$ cat src/sv/tsam_pkg.sv
`timescale 1ns / 1ps

package tsam_pkg;

  localparam int COORD_W = 12;
  localparam int DIV_NW  = 24;
  localparam int DIV_DW  = 12;
  localparam int DIV_CW  = $clog2(DIV_NW);

  localparam int CFG_AW  = 5;
  localparam int CFG_DW  = 32;

  localparam logic [2:0] REG_X_RAW_LOW   = 3'd0;
  localparam logic [2:0] REG_X_RAW_HIGH  = 3'd1;
  localparam logic [2:0] REG_Y_RAW_LOW   = 3'd2;
  localparam logic [2:0] REG_Y_RAW_HIGH  = 3'd3;
  localparam logic [2:0] REG_SCR_X_MAX   = 3'd4;
  localparam logic [2:0] REG_SCR_Y_MAX   = 3'd5;
  localparam logic [2:0] REG_PRESS_THR   = 3'd6;

  localparam logic [COORD_W-1:0] RST_RAW_LOW  = 12'd150;
  localparam logic [COORD_W-1:0] RST_RAW_HIGH = 12'd3950;
  localparam logic [COORD_W-1:0] RST_SCR_X    = 12'd319;
  localparam logic [COORD_W-1:0] RST_SCR_Y    = 12'd239;
  localparam logic [COORD_W-1:0] RST_PRESS    = 12'd50;

  localparam logic REQ_FRAME = 1'b0;
  localparam logic REQ_PAIR  = 1'b1;

  typedef struct packed {
    logic clr;
    logic add;
    logic go;
  } lane_ctl_t;

endpackage

$ cat src/sv/touch_sample_average_map.sv
`timescale 1ns / 1ps
// Channel  | Direction | Payload
// in_      | slave     | tuser: req_type; tdata: pen_irq_level, pressure_raw, sample_x, sample_y
// out_     | master    | tuser: pressed; tdata: screen_x, screen_y
// cfg_     | APB       | seven 12-bit registers at byte address 4*i
//
// A frame start or a pair that does not close a frame is taken in the idle state. The pair
// that closes a frame stalls the input while each lane averages the sum by reciprocal
// multiply, offsets it, forms the scaled product, runs the serial divide by the
// calibration span and returns the coordinate.
// Synchronous active-low reset clears frame state, lanes and the output valid flag.
// Input stalls while a result is held and out_tready is low.

module touch_sample_average_map
  import tsam_pkg::*;
#(
  parameter int SAMPLE_COUNT = 8,
  parameter int SAMPLE_BITS  = 12
) (
  input  logic              clk,
  input  logic              rst_n,
  input  logic              in_tvalid,
  output logic              in_tready,
  input  logic [39:0]       in_tdata,   // pen_irq_level, pressure_raw, sample_x, sample_y, pad
  input  logic              in_tuser,   // req_type
  output logic              out_tvalid,
  input  logic              out_tready,
  output logic [23:0]       out_tdata,  // screen_x, screen_y
  output logic              out_tuser,  // pressed
  input  logic              cfg_psel,
  input  logic              cfg_penable,
  input  logic              cfg_pwrite,
  input  logic [CFG_AW-1:0] cfg_paddr,
  input  logic [CFG_DW-1:0] cfg_pwdata,
  output logic [CFG_DW-1:0] cfg_prdata,
  output logic              cfg_pready
);

  localparam int CNT_W = $clog2(SAMPLE_COUNT + 1);

  typedef enum logic [1:0] {
    S_IDLE = 2'b01,
    S_CALC = 2'b10
  } top_st_t;

  top_st_t            st_r, st_nxt;
  logic               open_r, open_nxt;
  logic [CNT_W-1:0]   cnt_r, cnt_nxt;
  logic               ovld_r, ovld_nxt;
  logic               opress_r, opress_nxt;
  logic [COORD_W-1:0] ox_r, ox_nxt;
  logic [COORD_W-1:0] oy_r, oy_nxt;

  logic [COORD_W-1:0] xlo_r, xhi_r, ylo_r, yhi_r, xmax_r, ymax_r, thr_r;

  logic               pen;
  logic [COORD_W-1:0] press;
  logic [COORD_W-1:0] smp_x;
  logic [COORD_W-1:0] smp_y;
  logic               in_xfer;
  logic               cfg_wr;
  logic [2:0]         cfg_idx;
  lane_ctl_t          ctl;
  logic               lx_done, ly_done;
  logic [COORD_W-1:0] lx_coord, ly_coord;
  logic [CNT_W-1:0]   cnt_inc;

  assign pen     = in_tdata[0];
  assign press   = in_tdata[12:1];
  assign smp_x   = in_tdata[24:13];
  assign smp_y   = in_tdata[36:25];
  assign in_tready = (st_r == S_IDLE) && (!ovld_r || out_tready);
  assign in_xfer = in_tvalid && in_tready;
  assign cnt_inc = cnt_r + 1'b1;

  always_comb begin
    st_nxt     = st_r;
    open_nxt   = open_r;
    cnt_nxt    = cnt_r;
    ovld_nxt   = ovld_r && !out_tready;
    opress_nxt = opress_r;
    ox_nxt     = ox_r;
    oy_nxt     = oy_r;
    ctl        = '0;
    case (st_r)
      S_IDLE: begin
        if (in_xfer) begin
          if (in_tuser == REQ_FRAME) begin
            ctl.clr = 1'b1;
            cnt_nxt = '0;
            if (pen || press < thr_r) begin
              open_nxt   = 1'b0;
              ovld_nxt   = 1'b1;
              opress_nxt = 1'b0;
              ox_nxt     = '0;
              oy_nxt     = '0;
            end else begin
              open_nxt = 1'b1;
            end
          end else if (open_r) begin
            ctl.add = 1'b1;
            cnt_nxt = cnt_inc;
            if (cnt_inc == CNT_W'(SAMPLE_COUNT)) begin
              ctl.go   = 1'b1;
              open_nxt = 1'b0;
              cnt_nxt  = '0;
              st_nxt   = S_CALC;
            end
          end
        end
      end
      S_CALC: begin
        if (lx_done && ly_done) begin
          ovld_nxt   = 1'b1;
          opress_nxt = 1'b1;
          ox_nxt     = lx_coord;
          oy_nxt     = ly_coord;
          st_nxt     = S_IDLE;
        end
      end
      default: st_nxt = S_IDLE;
    endcase
  end

  always_ff @(posedge clk) begin
    if (!rst_n) begin
      st_r   <= S_IDLE;
      open_r <= 1'b0;
      cnt_r  <= '0;
      ovld_r <= 1'b0;
    end else begin
      st_r   <= st_nxt;
      open_r <= open_nxt;
      cnt_r  <= cnt_nxt;
      ovld_r <= ovld_nxt;
    end
    opress_r <= opress_nxt;
    ox_r     <= ox_nxt;
    oy_r     <= oy_nxt;
  end

  tsam_lane #(
    .SAMPLE_COUNT (SAMPLE_COUNT),
    .SAMPLE_BITS  (SAMPLE_BITS)
  ) u_lane_x (
    .clk    (clk),
    .rst_n  (rst_n),
    .ctl    (ctl),
    .sample (smp_y),
    .raw_lo (ylo_r),
    .raw_hi (yhi_r),
    .top    (xmax_r),
    .done   (lx_done),
    .coord  (lx_coord)
  );

  tsam_lane #(
    .SAMPLE_COUNT (SAMPLE_COUNT),
    .SAMPLE_BITS  (SAMPLE_BITS)
  ) u_lane_y (
    .clk    (clk),
    .rst_n  (rst_n),
    .ctl    (ctl),
    .sample (smp_x),
    .raw_lo (xlo_r),
    .raw_hi (xhi_r),
    .top    (ymax_r),
    .done   (ly_done),
    .coord  (ly_coord)
  );

  assign cfg_pready = 1'b1;
  assign cfg_idx    = cfg_paddr[4:2];
  assign cfg_wr     = cfg_psel && cfg_penable && cfg_pwrite && cfg_pready;

  always_ff @(posedge clk) begin
    if (!rst_n) begin
      xlo_r  <= RST_RAW_LOW;
      xhi_r  <= RST_RAW_HIGH;
      ylo_r  <= RST_RAW_LOW;
      yhi_r  <= RST_RAW_HIGH;
      xmax_r <= RST_SCR_X;
      ymax_r <= RST_SCR_Y;
      thr_r  <= RST_PRESS;
    end else if (cfg_wr) begin
      case (cfg_idx)
        REG_X_RAW_LOW:  xlo_r  <= cfg_pwdata[COORD_W-1:0];
        REG_X_RAW_HIGH: xhi_r  <= cfg_pwdata[COORD_W-1:0];
        REG_Y_RAW_LOW:  ylo_r  <= cfg_pwdata[COORD_W-1:0];
        REG_Y_RAW_HIGH: yhi_r  <= cfg_pwdata[COORD_W-1:0];
        REG_SCR_X_MAX:  xmax_r <= cfg_pwdata[COORD_W-1:0];
        REG_SCR_Y_MAX:  ymax_r <= cfg_pwdata[COORD_W-1:0];
        REG_PRESS_THR:  thr_r  <= cfg_pwdata[COORD_W-1:0];
        default: ;
      endcase
    end
  end

  always_comb begin
    case (cfg_idx)
      REG_X_RAW_LOW:  cfg_prdata = CFG_DW'(xlo_r);
      REG_X_RAW_HIGH: cfg_prdata = CFG_DW'(xhi_r);
      REG_Y_RAW_LOW:  cfg_prdata = CFG_DW'(ylo_r);
      REG_Y_RAW_HIGH: cfg_prdata = CFG_DW'(yhi_r);
      REG_SCR_X_MAX:  cfg_prdata = CFG_DW'(xmax_r);
      REG_SCR_Y_MAX:  cfg_prdata = CFG_DW'(ymax_r);
      REG_PRESS_THR:  cfg_prdata = CFG_DW'(thr_r);
      default:        cfg_prdata = '0;
    endcase
  end

  assign out_tvalid = ovld_r;
  assign out_tuser  = opress_r;
  assign out_tdata  = {oy_r, ox_r};

endmodule

$ cat src/sv/tsam_div.sv
`timescale 1ns / 1ps

module tsam_div
  import tsam_pkg::*;
(
  input  logic              clk,
  input  logic              rst_n,
  input  logic              start,
  input  logic [DIV_NW-1:0] dividend,
  input  logic [DIV_DW-1:0] divisor,
  output logic              done,
  output logic [DIV_NW-1:0] quotient
);

  logic              busy_r, busy_nxt;
  logic              done_r, done_nxt;
  logic [DIV_CW-1:0] cnt_r, cnt_nxt;
  logic [DIV_NW-1:0] quo_r, quo_nxt;
  logic [DIV_DW-1:0] rem_r, rem_nxt;
  logic [DIV_DW-1:0] dvs_r, dvs_nxt;
  logic [DIV_DW:0]   sh;
  logic [DIV_DW:0]   diff;

  always_comb begin
    sh       = {rem_r, quo_r[DIV_NW-1]};
    diff     = sh - {1'b0, dvs_r};
    busy_nxt = busy_r;
    done_nxt = 1'b0;
    cnt_nxt  = cnt_r;
    quo_nxt  = quo_r;
    rem_nxt  = rem_r;
    dvs_nxt  = dvs_r;
    if (start) begin
      busy_nxt = 1'b1;
      cnt_nxt  = DIV_CW'(DIV_NW - 1);
      quo_nxt  = dividend;
      rem_nxt  = '0;
      dvs_nxt  = divisor;
    end else if (busy_r) begin
      if (sh >= {1'b0, dvs_r}) begin
        rem_nxt = diff[DIV_DW-1:0];
        quo_nxt = {quo_r[DIV_NW-2:0], 1'b1};
      end else begin
        rem_nxt = sh[DIV_DW-1:0];
        quo_nxt = {quo_r[DIV_NW-2:0], 1'b0};
      end
      cnt_nxt = cnt_r - 1'b1;
      if (cnt_r == '0) begin
        busy_nxt = 1'b0;
        done_nxt = 1'b1;
      end
    end
  end

  always_ff @(posedge clk) begin
    if (!rst_n) begin
      busy_r <= 1'b0;
      done_r <= 1'b0;
      cnt_r  <= '0;
    end else begin
      busy_r <= busy_nxt;
      done_r <= done_nxt;
      cnt_r  <= cnt_nxt;
    end
    quo_r <= quo_nxt;
    rem_r <= rem_nxt;
    dvs_r <= dvs_nxt;
  end

  assign done     = done_r;
  assign quotient = quo_r;

endmodule

$ cat src/sv/tsam_lane.sv
`timescale 1ns / 1ps

module tsam_lane
  import tsam_pkg::*;
#(
  parameter int SAMPLE_COUNT = 8,
  parameter int SAMPLE_BITS  = 12
) (
  input  logic               clk,
  input  logic               rst_n,
  input  lane_ctl_t          ctl,
  input  logic [COORD_W-1:0] sample,
  input  logic [COORD_W-1:0] raw_lo,
  input  logic [COORD_W-1:0] raw_hi,
  input  logic [COORD_W-1:0] top,
  output logic               done,
  output logic [COORD_W-1:0] coord
);

  localparam int SUM_W  = COORD_W + $clog2(SAMPLE_COUNT);
  localparam int AVG_SH = SUM_W + $clog2(SAMPLE_COUNT);
  localparam int AVG_MW = SUM_W + 1;
  localparam int AVG_PW = 2 * SUM_W + 1;
  localparam logic [AVG_MW-1:0] AVG_MUL =
    AVG_MW'(((longint'(1) << AVG_SH) + longint'(SAMPLE_COUNT) - 1) / longint'(SAMPLE_COUNT));
  localparam logic [COORD_W-1:0] SMP_MASK = (SAMPLE_BITS >= COORD_W) ? {COORD_W{1'b1}} :
                                            COORD_W'((1 << SAMPLE_BITS) - 1);

  typedef enum logic [4:0] {
    L_IDLE = 5'b00001,
    L_AVG  = 5'b00010,
    L_DIF  = 5'b00100,
    L_MUL  = 5'b01000,
    L_MAP  = 5'b10000
  } lane_st_t;

  lane_st_t           st_r, st_nxt;
  logic [SUM_W-1:0]   sum_r, sum_nxt;
  logic [COORD_W-1:0] avg_r, avg_nxt;
  logic [COORD_W-1:0] dif_r, dif_nxt;
  logic [COORD_W-1:0] span_r, span_nxt;
  logic               skip_r, skip_nxt;
  logic [COORD_W-1:0] coord_r, coord_nxt;
  logic               done_r, done_nxt;

  logic               div_start;
  logic [DIV_NW-1:0]  div_nd;
  logic [DIV_DW-1:0]  div_dv;
  logic               div_done;
  logic [DIV_NW-1:0]  div_q;
  logic [AVG_PW-1:0]  avg_prod;
  logic [COORD_W:0]   d_ext;
  logic [COORD_W:0]   s_ext;
  logic [DIV_NW-1:0]  prod;

  tsam_div u_div (
    .clk      (clk),
    .rst_n    (rst_n),
    .start    (div_start),
    .dividend (div_nd),
    .divisor  (div_dv),
    .done     (div_done),
    .quotient (div_q)
  );

  always_comb begin
    sum_nxt = sum_r;
    if (ctl.clr) begin
      sum_nxt = '0;
    end else if (ctl.add) begin
      sum_nxt = sum_r + SUM_W'(sample & SMP_MASK);
    end
  end

  always_comb begin
    avg_prod  = AVG_PW'(sum_r) * AVG_PW'(AVG_MUL);
    d_ext     = {1'b0, avg_r} - {1'b0, raw_lo};
    s_ext     = {1'b0, raw_hi} - {1'b0, raw_lo};
    prod      = DIV_NW'(dif_r) * DIV_NW'(top);
    st_nxt    = st_r;
    avg_nxt   = avg_r;
    dif_nxt   = dif_r;
    span_nxt  = span_r;
    skip_nxt  = skip_r;
    coord_nxt = coord_r;
    done_nxt  = 1'b0;
    div_start = 1'b0;
    div_nd    = prod;
    div_dv    = span_r;
    case (st_r)
      L_IDLE: begin
        if (ctl.go) begin
          st_nxt = L_AVG;
        end
      end
      L_AVG: begin
        avg_nxt = avg_prod[AVG_SH +: COORD_W];
        st_nxt  = L_DIF;
      end
      L_DIF: begin
        dif_nxt  = d_ext[COORD_W-1:0];
        span_nxt = s_ext[COORD_W-1:0];
        skip_nxt = d_ext[COORD_W] | s_ext[COORD_W] | (s_ext == '0);
        st_nxt   = L_MUL;
      end
      L_MUL: begin
        div_start = 1'b1;
        st_nxt    = L_MAP;
      end
      L_MAP: begin
        if (div_done) begin
          if (skip_r) begin
            coord_nxt = '0;
          end else if (div_q > DIV_NW'(top)) begin
            coord_nxt = top;
          end else begin
            coord_nxt = div_q[COORD_W-1:0];
          end
          done_nxt = 1'b1;
          st_nxt   = L_IDLE;
        end
      end
      default: st_nxt = L_IDLE;
    endcase
  end

  always_ff @(posedge clk) begin
    if (!rst_n) begin
      st_r   <= L_IDLE;
      sum_r  <= '0;
      done_r <= 1'b0;
    end else begin
      st_r   <= st_nxt;
      sum_r  <= sum_nxt;
      done_r <= done_nxt;
    end
    avg_r   <= avg_nxt;
    dif_r   <= dif_nxt;
    span_r  <= span_nxt;
    skip_r  <= skip_nxt;
    coord_r <= coord_nxt;
  end

  assign done  = done_r;
  assign coord = coord_r;

endmodule
$ cat config.mk
export PLATFORM = sky130hd
export DESIGN_NAME = touch_sample_average_map
export DESIGN_NICKNAME = d
export VERILOG_FILES = /design/src/sv/tsam_pkg.sv /design/src/sv/touch_sample_average_map.sv /design/src/sv/tsam_div.sv /design/src/sv/tsam_lane.sv
export SDC_FILE = /design/constraint.sdc
export NUM_CORES = 1
export LEC_CHECK = 0
export BUFFER_PORTS_ARGS = -buffer_cell sky130_fd_sc_hd__buf_2
export CAP_MARGIN = 20
export CORE_MARGIN = 4
export CORE_UTILIZATION = 48
export DETAILED_ROUTE_END_ITERATION = 6
export PLACE_DENSITY = 0.73
export RECOVER_POWER = 100
export SLEW_MARGIN = 10
export SYNTH_ARGS = -nofsm -noshare
export SYNTH_HDL_FRONTEND = slang
export SYNTH_HIERARCHICAL = 1
export SYNTH_SLANG_ARGS = --single-unit
$ cat constraint.sdc
create_clock -name clk -period 7.6 [get_ports clk]
set_input_delay 0.38 -clock clk [delete_from_list [all_inputs] [get_ports clk]]
set_output_delay 0.38 -clock clk [all_outputs]
set_load 0.005 [all_outputs]
==> results of run 1 <==
[power breakdown]
| part | total [W] | leakage [nW] | internal [W] | switching, W |
|---|---|---|---|---|
| sequential | 0.00212 | 3.18 | 0.00210 | 0.0000251 |
| clock | 0.00231 | 0.759 | 0.00138 | 0.000927 |
| combinational | 0.000639 | 10.6 | 0.000267 | 0.000372 |
| total | 0.00507 | 14.6 | 0.00375 | 0.00132 |
[cells in the final DEF, fill, tap and decap left out, types with 8 or more instances in the layout]
cell type | Yosys | routed
a211oi_1 | 24 | 25
a21boi_0 | 45 | 51
a21o_1 | 39 | 39
a21oi_1 | 104 | 104
a22oi_1 | 8 | 8
a31oi_1 | 13 | 13
and2_0 | 0 | 22
and2_1 | 148 | 126
and3_1 | 22 | 22
buf_2 | 15 | 74
buf_4 | 28 | 13
clkbuf_1 | 92 | 38
clkbuf_16 | 0 | 46
conb_1 | 2 | 21
dfxtp_1 | 172 | 172
edfxtp_1 | 195 | 195
fa_1 | 208 | 208
ha_1 | 261 | 261
inv_1 | 411 | 411
mux2_2 | 56 | 51
mux2i_1 | 66 | 66
nand2_1 | 436 | 437
nand2b_1 | 53 | 53
nand3_1 | 88 | 88
nand3b_1 | 10 | 10
nand4_1 | 13 | 13
nor2_1 | 158 | 158
nor2b_1 | 36 | 39
nor3_1 | 36 | 36
nor4_1 | 16 | 16
o211ai_1 | 11 | 11
o21a_1 | 32 | 32
o21ai_0 | 84 | 92
o21bai_1 | 10 | 10
o31ai_1 | 14 | 15
or3_1 | 11 | 11
or4_1 | 8 | 8
xnor2_1 | 72 | 72
xor2_1 | 25 | 25
[metrics by stage]
| step | cell area [sq um] | util |
|---|---|---|
| finish | 32300 | 0.525 |
| global route | 32300 | 0.525 |
| CTS | 32500 | 0.527 |
| detailed placement | 30900 | 0.501 |
| global placement | 30900 | 0.501 |
| floorplan | 29900 | - |
[layout make-up]
cell class	instances	share of cell area
clock buffer	52	0.0369
inverter	412	0.0479
sequential	367	0.287
timing repair buffer	122	0.0186
multi-input combinational	2276	0.563
antenna	5	0.000387
tap	837	0.0324
clock inverter	30	0.0129
[layer usage]
metal / track usage / up-vias / part of all wire
li1: - / 10762 / -
met1: 0.302 / 10872 / 0.46
met2: 0.325 / 648 / 0.44
met3: 0.0380 / 128 / 0.072
met4: 0.0627 / 12 / 0.028
met5: 0 / - / 0.0011
[state kept, by name (all words and copies together) (netlist names), 15 cells and up]
register / cells
u_lane_x/u_div/quotient: 24
u_lane_y/u_div/quotient: 24
u_lane_x/sum_r: 15
u_lane_y/sum_r: 15
[critical path, delay by kind of cell, from the launching register on]
family	cells	cell delay (ns)
flops	1	0.83
xor+xnor	1	0.15
compound gates	6	1.27
buf+inv	3	0.15
fa+ha+maj	6	2.94
simple gates	1	0.18
mux	1	0.28
[worst max path at each step]
stage | startpoint | end | slack, ns
after CTS | xmax_r[5]$_SDFFE_PN1P_ | u_lane_x/u_div/quotient[23]$_DFFE_PP_ | 1.57
after global placement | xmax_r[5]$_SDFFE_PN1P_ | u_lane_x/u_div/quotient[23]$_DFFE_PP_ | 1.68
after detailed placement | xmax_r[5]$_SDFFE_PN1P_ | u_lane_x/u_div/quotient[23]$_DFFE_PP_ | 1.63
after global routing | xmax_r[5]$_SDFFE_PN1P_ | u_lane_x/u_div/quotient[23]$_DFFE_PP_ | 1.24
after floorplan | xmax_r[5]$_SDFFE_PN1P_ | u_lane_x/u_div/quotient[23]$_DFFE_PP_ | 2.13
final | xmax_r[5]$_SDFFE_PN1P_ | u_lane_x/u_div/quotient[23]$_DFFE_PP_ | 1.53
[cell families after synthesis]
group / Yosys count / synth area share
AOI/OAI and AO/OA: 490 / 0.112
DFF: 367 / 0.312
xor gates and xnor gates: 97 / 0.0285
buffers and inverters: 556 / 0.0763
other: 2 / 0.000252
adders and majority gates: 469 / 0.249
muxes: 127 / 0.0469
and+or+nand+nor: 1072 / 0.174
==> summary.txt, run 1 <==
CTS
  • Post_cts resized: 0
  • Latest clock arrival within the worst-skew pair: about 0.6 ns
  • Clock sink count: about 370
  • CTS H-tree lvls: 2
  • # Post-CTS Setup Buffers: 0
  • Clk slew on worst S/H paths: 0.06 ns
  • CTS buffer count: 44
  • Bufs on Longest Clock Path: 3
  • CTS tree: yes
  • CTS Hold Bufs: 0
  • Root Buffer Master: clkbuf_16

Layout
  • Layout area overhead: 8.54%
  • FF+latch area: a little over 9000 sq um
  • Fillers: between 5k and 6k
  • Final Net Count: 3777
  • Share of layout cells above drive strength 1: 0.0743
  • Non-filler instance count after layout: 4101
  • Multi-input gate area in the final layout: roughly 18000 sq um

GRT
  • Tot GR Track Use: 0.210
  • GRT overflow: 0
  • Largest net degree at the start of global routing: 89
  • First-pass GRT wire length: ~110 mm
  • Vias in the first global route: 21.5k
  • Antenna violations before repair: 13

Min path
  • Hold Path Class: in2reg
  • Worst hold path startpoint: in_tvalid
  • Hold depth: 3
  • WHS Endpoint: out_tvalid$_SDFF_PN0_

Detailed routing
  • Iter 0 DRT Violations: approximately 1.8k
  • Vias: 22.4k
  • Residual DRC: 0
  • Final WL: roughly 70 mm
  • DR vias/cell: about 5.5
  • Avg WL per Cell: approximately 17 um
  • Pre-antenna DRT Iters: 6
  • Antenna-violating nets left: 0

Die
  • # rows: 91
  • Chip width: 257 um
  • Ports: around 150
  • Full die area: 66100 sq um
  • Core Region: around 60000 sq um
  • DIE HEIGHT: ~260 um
  • Initial Util: 0.484

Worst setup path
  • Slowest stage delay, CP: ~0.83 ns
  • CP endpoint kind: flop
  • CP Class: reg2reg
  • Cell mode on critical path: fa_1
  • R2R Path Start: xmax_r[5]$_SDFFE_PN1P_
  • Reg2reg setup slack: approximately 1.5 ns
  • Worst Path Required: around 7.9 ns
  • Critical Path Fanout Max: 16
  • Worst r2r dst: u_lane_x/u_div/quotient[23]$_DFFE_PP_
  • Worst Reg-to-Reg Cells: 18
  • Crit-path cells: nand2_1, fa_1, fa_1, inv_1, fa_1, fa_1, inv_1, fa_1, inv_1, ha_1, a21o_1, a21o_1, a221oi_1, o31ai_1, a311oi_1, o21ai_0, xnor2_1, mux2_2
  • Worst path arrival time: around 6.4 ns
  • Slowest-stage cell, CP: dfxtp_1
  • Startpoint types: flop

Job
  • Total of max-cap violations: 5

STA
  • Fin Hold WS: around 0.069 ns
  • Fin. max-slew vios: between 150 and 200
  • RSZ-0062 raised after global routing: false
  • Worst slew pin tran: between 3 and 4 ns
  • Final setup viols: 0
  • Final WS setup: about 1.5 ns
  • Final period utilization: 0.799
  • Fmax: 0.165 GHz
  • Setup_tns: 0 ns
  • Fin Clk Skew: 0.0409 ns
  • Fin. Hold Viols: 0
  • Max-slew headroom: -1.17
  • Final min period: 6.07 ns

Placed design
  • Gpl congestion: around 0.87
  • Placed Instances: 4011
  • Port-buffer cells: between 90 and 100
  • HPWL Detailed: around 53 mm
  • Setup WS pre-CTS: 1.63 ns

Run status
  • Violated checks: capacitance limit, slew limit
  • Status: finished with violations

Synth
  • Yosys cell types: 100
  • Yosys warns: 6
  • Register area share after synthesis: 0.312
  • Cell Area, Synth: between 20000 and 30000 sq um
  • Top_reg_cell synth: edfxtp_1
  • Flops & latches, synth: 367
  • Top post-synthesis cells by area: edfxtp_1, fa_1, dfxtp_1
  • Largest area contributor in the netlist: edfxtp_1
  • Avg Cell Area, Syn: between 9 and 10 sq um
  • Top-area cell type share of the netlist area: 0.196
  • Post-synth top cells: nand2_1, inv_1, ha_1
  • Dominant cell by count in the synthesized netlist: nand2_1
  • Post-Synthesis Cells: 3180
  • Number of flops mapped to enable cells by yosys: just under 200
  • Async SR Flop Fraction: 0

Power
  • Power Density: ~160 nW/um^2
  • Pwr Total: between 0.005 and 0.006 W
  • Maximum VDD drop: between 150 and 200 uV
  • Lkg Pwr: approximately 15 nW
(Power assumes the default switching activity.)
==> run 2, diff against run 1 <==
--- a/config.mk
+++ b/config.mk
@@ -10,7 +10,7 @@
 export CORE_MARGIN = 4
 export CORE_UTILIZATION = 48
 export DETAILED_ROUTE_END_ITERATION = 6
-export PLACE_DENSITY = 0.73
+export PLACE_DENSITY = 0.75
 export RECOVER_POWER = 100
 export SLEW_MARGIN = 10
 export SYNTH_ARGS = -nofsm -noshare
==> constraint.sdc (replaced) <==
create_clock -name clk -period 5.11 [get_ports clk]
set_input_delay 0.2555 -clock clk [delete_from_list [all_inputs] [get_ports clk]]
set_output_delay 0.2555 -clock clk [all_outputs]
set_load 0.005 [all_outputs]
==> summary.txt, run 2 (same netlist as run 1, synthesis figures left out) <==
Layout
  • FF+latch area: ~9300 sq um
  • Fillers: roughly 5.3k
  • Multi-input gate area in the final layout: about 19000 sq um
  • Final Net Count: 3953
  • Non-filler instance count after layout: 4274
  • Share of layout cells above drive strength 1: 0.157
  • Layout area overhead: 15.2%
  • Commonest non-fill, non-tap cell in the layout: nand2_1
  • Commonest non-fill, non-tap cells in the layout: nand2_1, inv_1, ha_1

STA
  • RSZ-0062 raised after global routing: true
  • Fin. max-slew vios: between 200 and 250
  • Final min period: ~5.4 ns
  • Fin Clk Skew: around 0.032 ns
  • Worst slew pin tran: 3.48 ns
  • Max-slew headroom: -1.32
  • Setup_tns: -1.53 ns
  • Final WS setup: -0.257 ns
  • Final period utilization: 1.05
  • Fin. Hold Viols: 0
  • Final setup viols: 17
  • Fmax: ~0.19 GHz

Placed design
  • Placed Instances: about 4.2k
  • Setup WS pre-CTS: -0.233 ns
  • Port-buffer cells: 98
  • Gpl congestion: between 0.9 and 1
  • HPWL Detailed: roughly 54 mm

Die
  • Core Region: 61600 sq um
  • Full die area: ~66000 sq um
  • DIE HEIGHT: between 200 and 300 um
  • Chip width: between 200 and 300 um
  • # rows: 91
  • Initial Util: 0.484
  • Ports: 145

Detailed routing
  • Residual DRC: 0
  • DR vias/cell: about 5.4
  • Iter 0 DRT Violations: ~1.8k
  • Avg WL per Cell: 16.6 um
  • Final WL: between 70 and 80 mm
  • Pre-antenna DRT Iters: 5
  • Vias: approximately 23k
  • Antenna-violating nets left: 0

Worst setup path
  • Critical Path Fanout Max: 10
  • CP endpoint kind: flop
  • Worst path arrival time: between 5 and 6 ns
  • Startpoint types: flop
  • CP Class: reg2reg
  • Worst Path Required: ~5.4 ns

CTS
  • Clk slew on worst S/H paths: around 0.060 ns
  • Root Buffer Master: clkbuf_16
  • Bufs on Longest Clock Path: 3
  • Latest clock arrival within the worst-skew pair: between 0.5 and 0.6 ns
  • CTS buffer count: 43
  • Clock sink count: ~370
  • CTS H-tree lvls: 2
  • CTS tree: yes

Power
  • Lkg Pwr: ~15 nW
  • Pint: 0.00555 W
  • Pwr Total: between 0.007 and 0.008 W
  • Combinational share of power: 0.161
  • Switching share of power: 0.260
  • Sequential Power Share: 0.420
  • Maximum VDD drop: approximately 280 uV
  • Net switching power: 0.00195 W
  • Clock power frac: 0.418
  • Power Density: approximately 220 nW/um^2

GRT
  • First-pass GRT wire length: 114 mm
  • Vias in the first global route: around 22k
  • GRT overflow: 0
  • Largest net degree at the start of global routing: 88
  • Antenna violations before repair: 12
  • Tot GR Track Use: 0.209

Run status
  • Violated checks: capacitance limit, slew limit, setup timing
  • Status: finished with violations

Job
  • Total of max-cap violations: 5

Min path
  • Hold Path Class: in2reg
==> run 2: cell count changes in the layout (fill, tap and decap cells not counted), sizes merged <==
| cell | previous run | this run |
|---|---|---|
| bufinv | 7 | 5 |
| clkbuf | 87 | 91 |
| inv | 414 | 416 |
| diode | 5 | 6 |
| clkinv | 14 | 12 |
| clkinvlp | 7 | 2 |
| dlygate4sd3 | 0 | 3 |
| buf | 87 | 259 |
==> run 2: what timing repair did <==
| action | in CTS | in global routing |
|---|---|---|
| endpoints found under the setup margin | 16 | 21 |
| gates resized for setup | 75 | 91 |
| hold buffers | 3 | 0 |
| pin swaps | 77 | 62 |
| buffers inserted | 17 | 9 |
| hold endpoints to repair | 2 | 0 |
==> run 2: final cells by class <==
type / instances / area share
multi-input cells: 2276 / 0.552
flip-flops and latches: 367 / 0.272
repair buffers: 299 / 0.0584
inverters: 412 / 0.0451
clock buffers: 54 / 0.0338
well taps: 837 / 0.0305
clock inverters: 23 / 0.00824
diodes: 6 / 0.000437
==> run 2: power groups by stage <==
stage	clock network, W	registers, W	logic (W)
2_1_floorplan	0	0.00320	0.000760
3_3_place_gp	0	0.00321	0.00103
3_5_place_dp	0	0.00321	0.00105
4_1_cts	0.00321	0.00315	0.00113
5_1_grt	0.00333	0.00315	0.00134
6_report	0.00313	0.00315	0.00121
==> run 2: final timing paths <==
check	startpoint	endpoint	slack (ns)	cells past startpoint
worst max-delay path	xmax_r[5]$_SDFFE_PN1P_	u_lane_x/u_div/quotient[23]$_DFFE_PP_	-0.26	21
worst min-delay path	cfg_pwdata[1]	xlo_r[1]$_SDFFE_PN1P_	0.04	3
worst max register to register	xmax_r[5]$_SDFFE_PN1P_	u_lane_x/u_div/quotient[23]$_DFFE_PP_	-0.26	21
worst min register to register	u_lane_x/div_dv[4]$_DFFE_PP_	u_lane_x/u_div/dvs_r[4]$_DFFE_PP_	0.42	0
==> run 2: worst max-delay path, stage by stage, from the launching register on <==
cell	delay [ns]
dfxtp_2	0.45
clkbuf_1	0.16
clkbuf_1	0.18
nand2_1	0.10
fa_1	0.53
inv_1	0.04
ha_1	0.19
fa_1	0.49
ha_1	0.30
inv_1	0.07
fa_1	0.55
inv_1	0.05
ha_1	0.24
a211oi_1	0.38
o21ai_2	0.14
a31oi_1	0.20
buf_4	0.19
o31ai_4	0.08
a311oi_2	0.26
o21ai_1	0.11
xnor2_1	0.13
mux2_4	0.25
==> run 2: through the flow <==
step | hold slack, ns | area [sq um] | util
after global placement | 0.402 | 32000 | 0.520
after global routing | 0.0238 | 34300 | 0.557
after detailed placement | 0.405 | 32000 | 0.520
after floorplan | 0.317 | 30100 | -
final | 0.0397 | 34300 | 0.557
after CTS | 0.00432 | 34000 | 0.551
==> run 2: routing by layer <==
layer,vias to the layer above,GRT usage,share of wire
met5,-,0,0.00018
met4,2,0.0491,0.022
met3,129,0.0387,0.077
met2,797,0.327,0.44
met1,11042,0.303,0.46
li1,11098,-,-
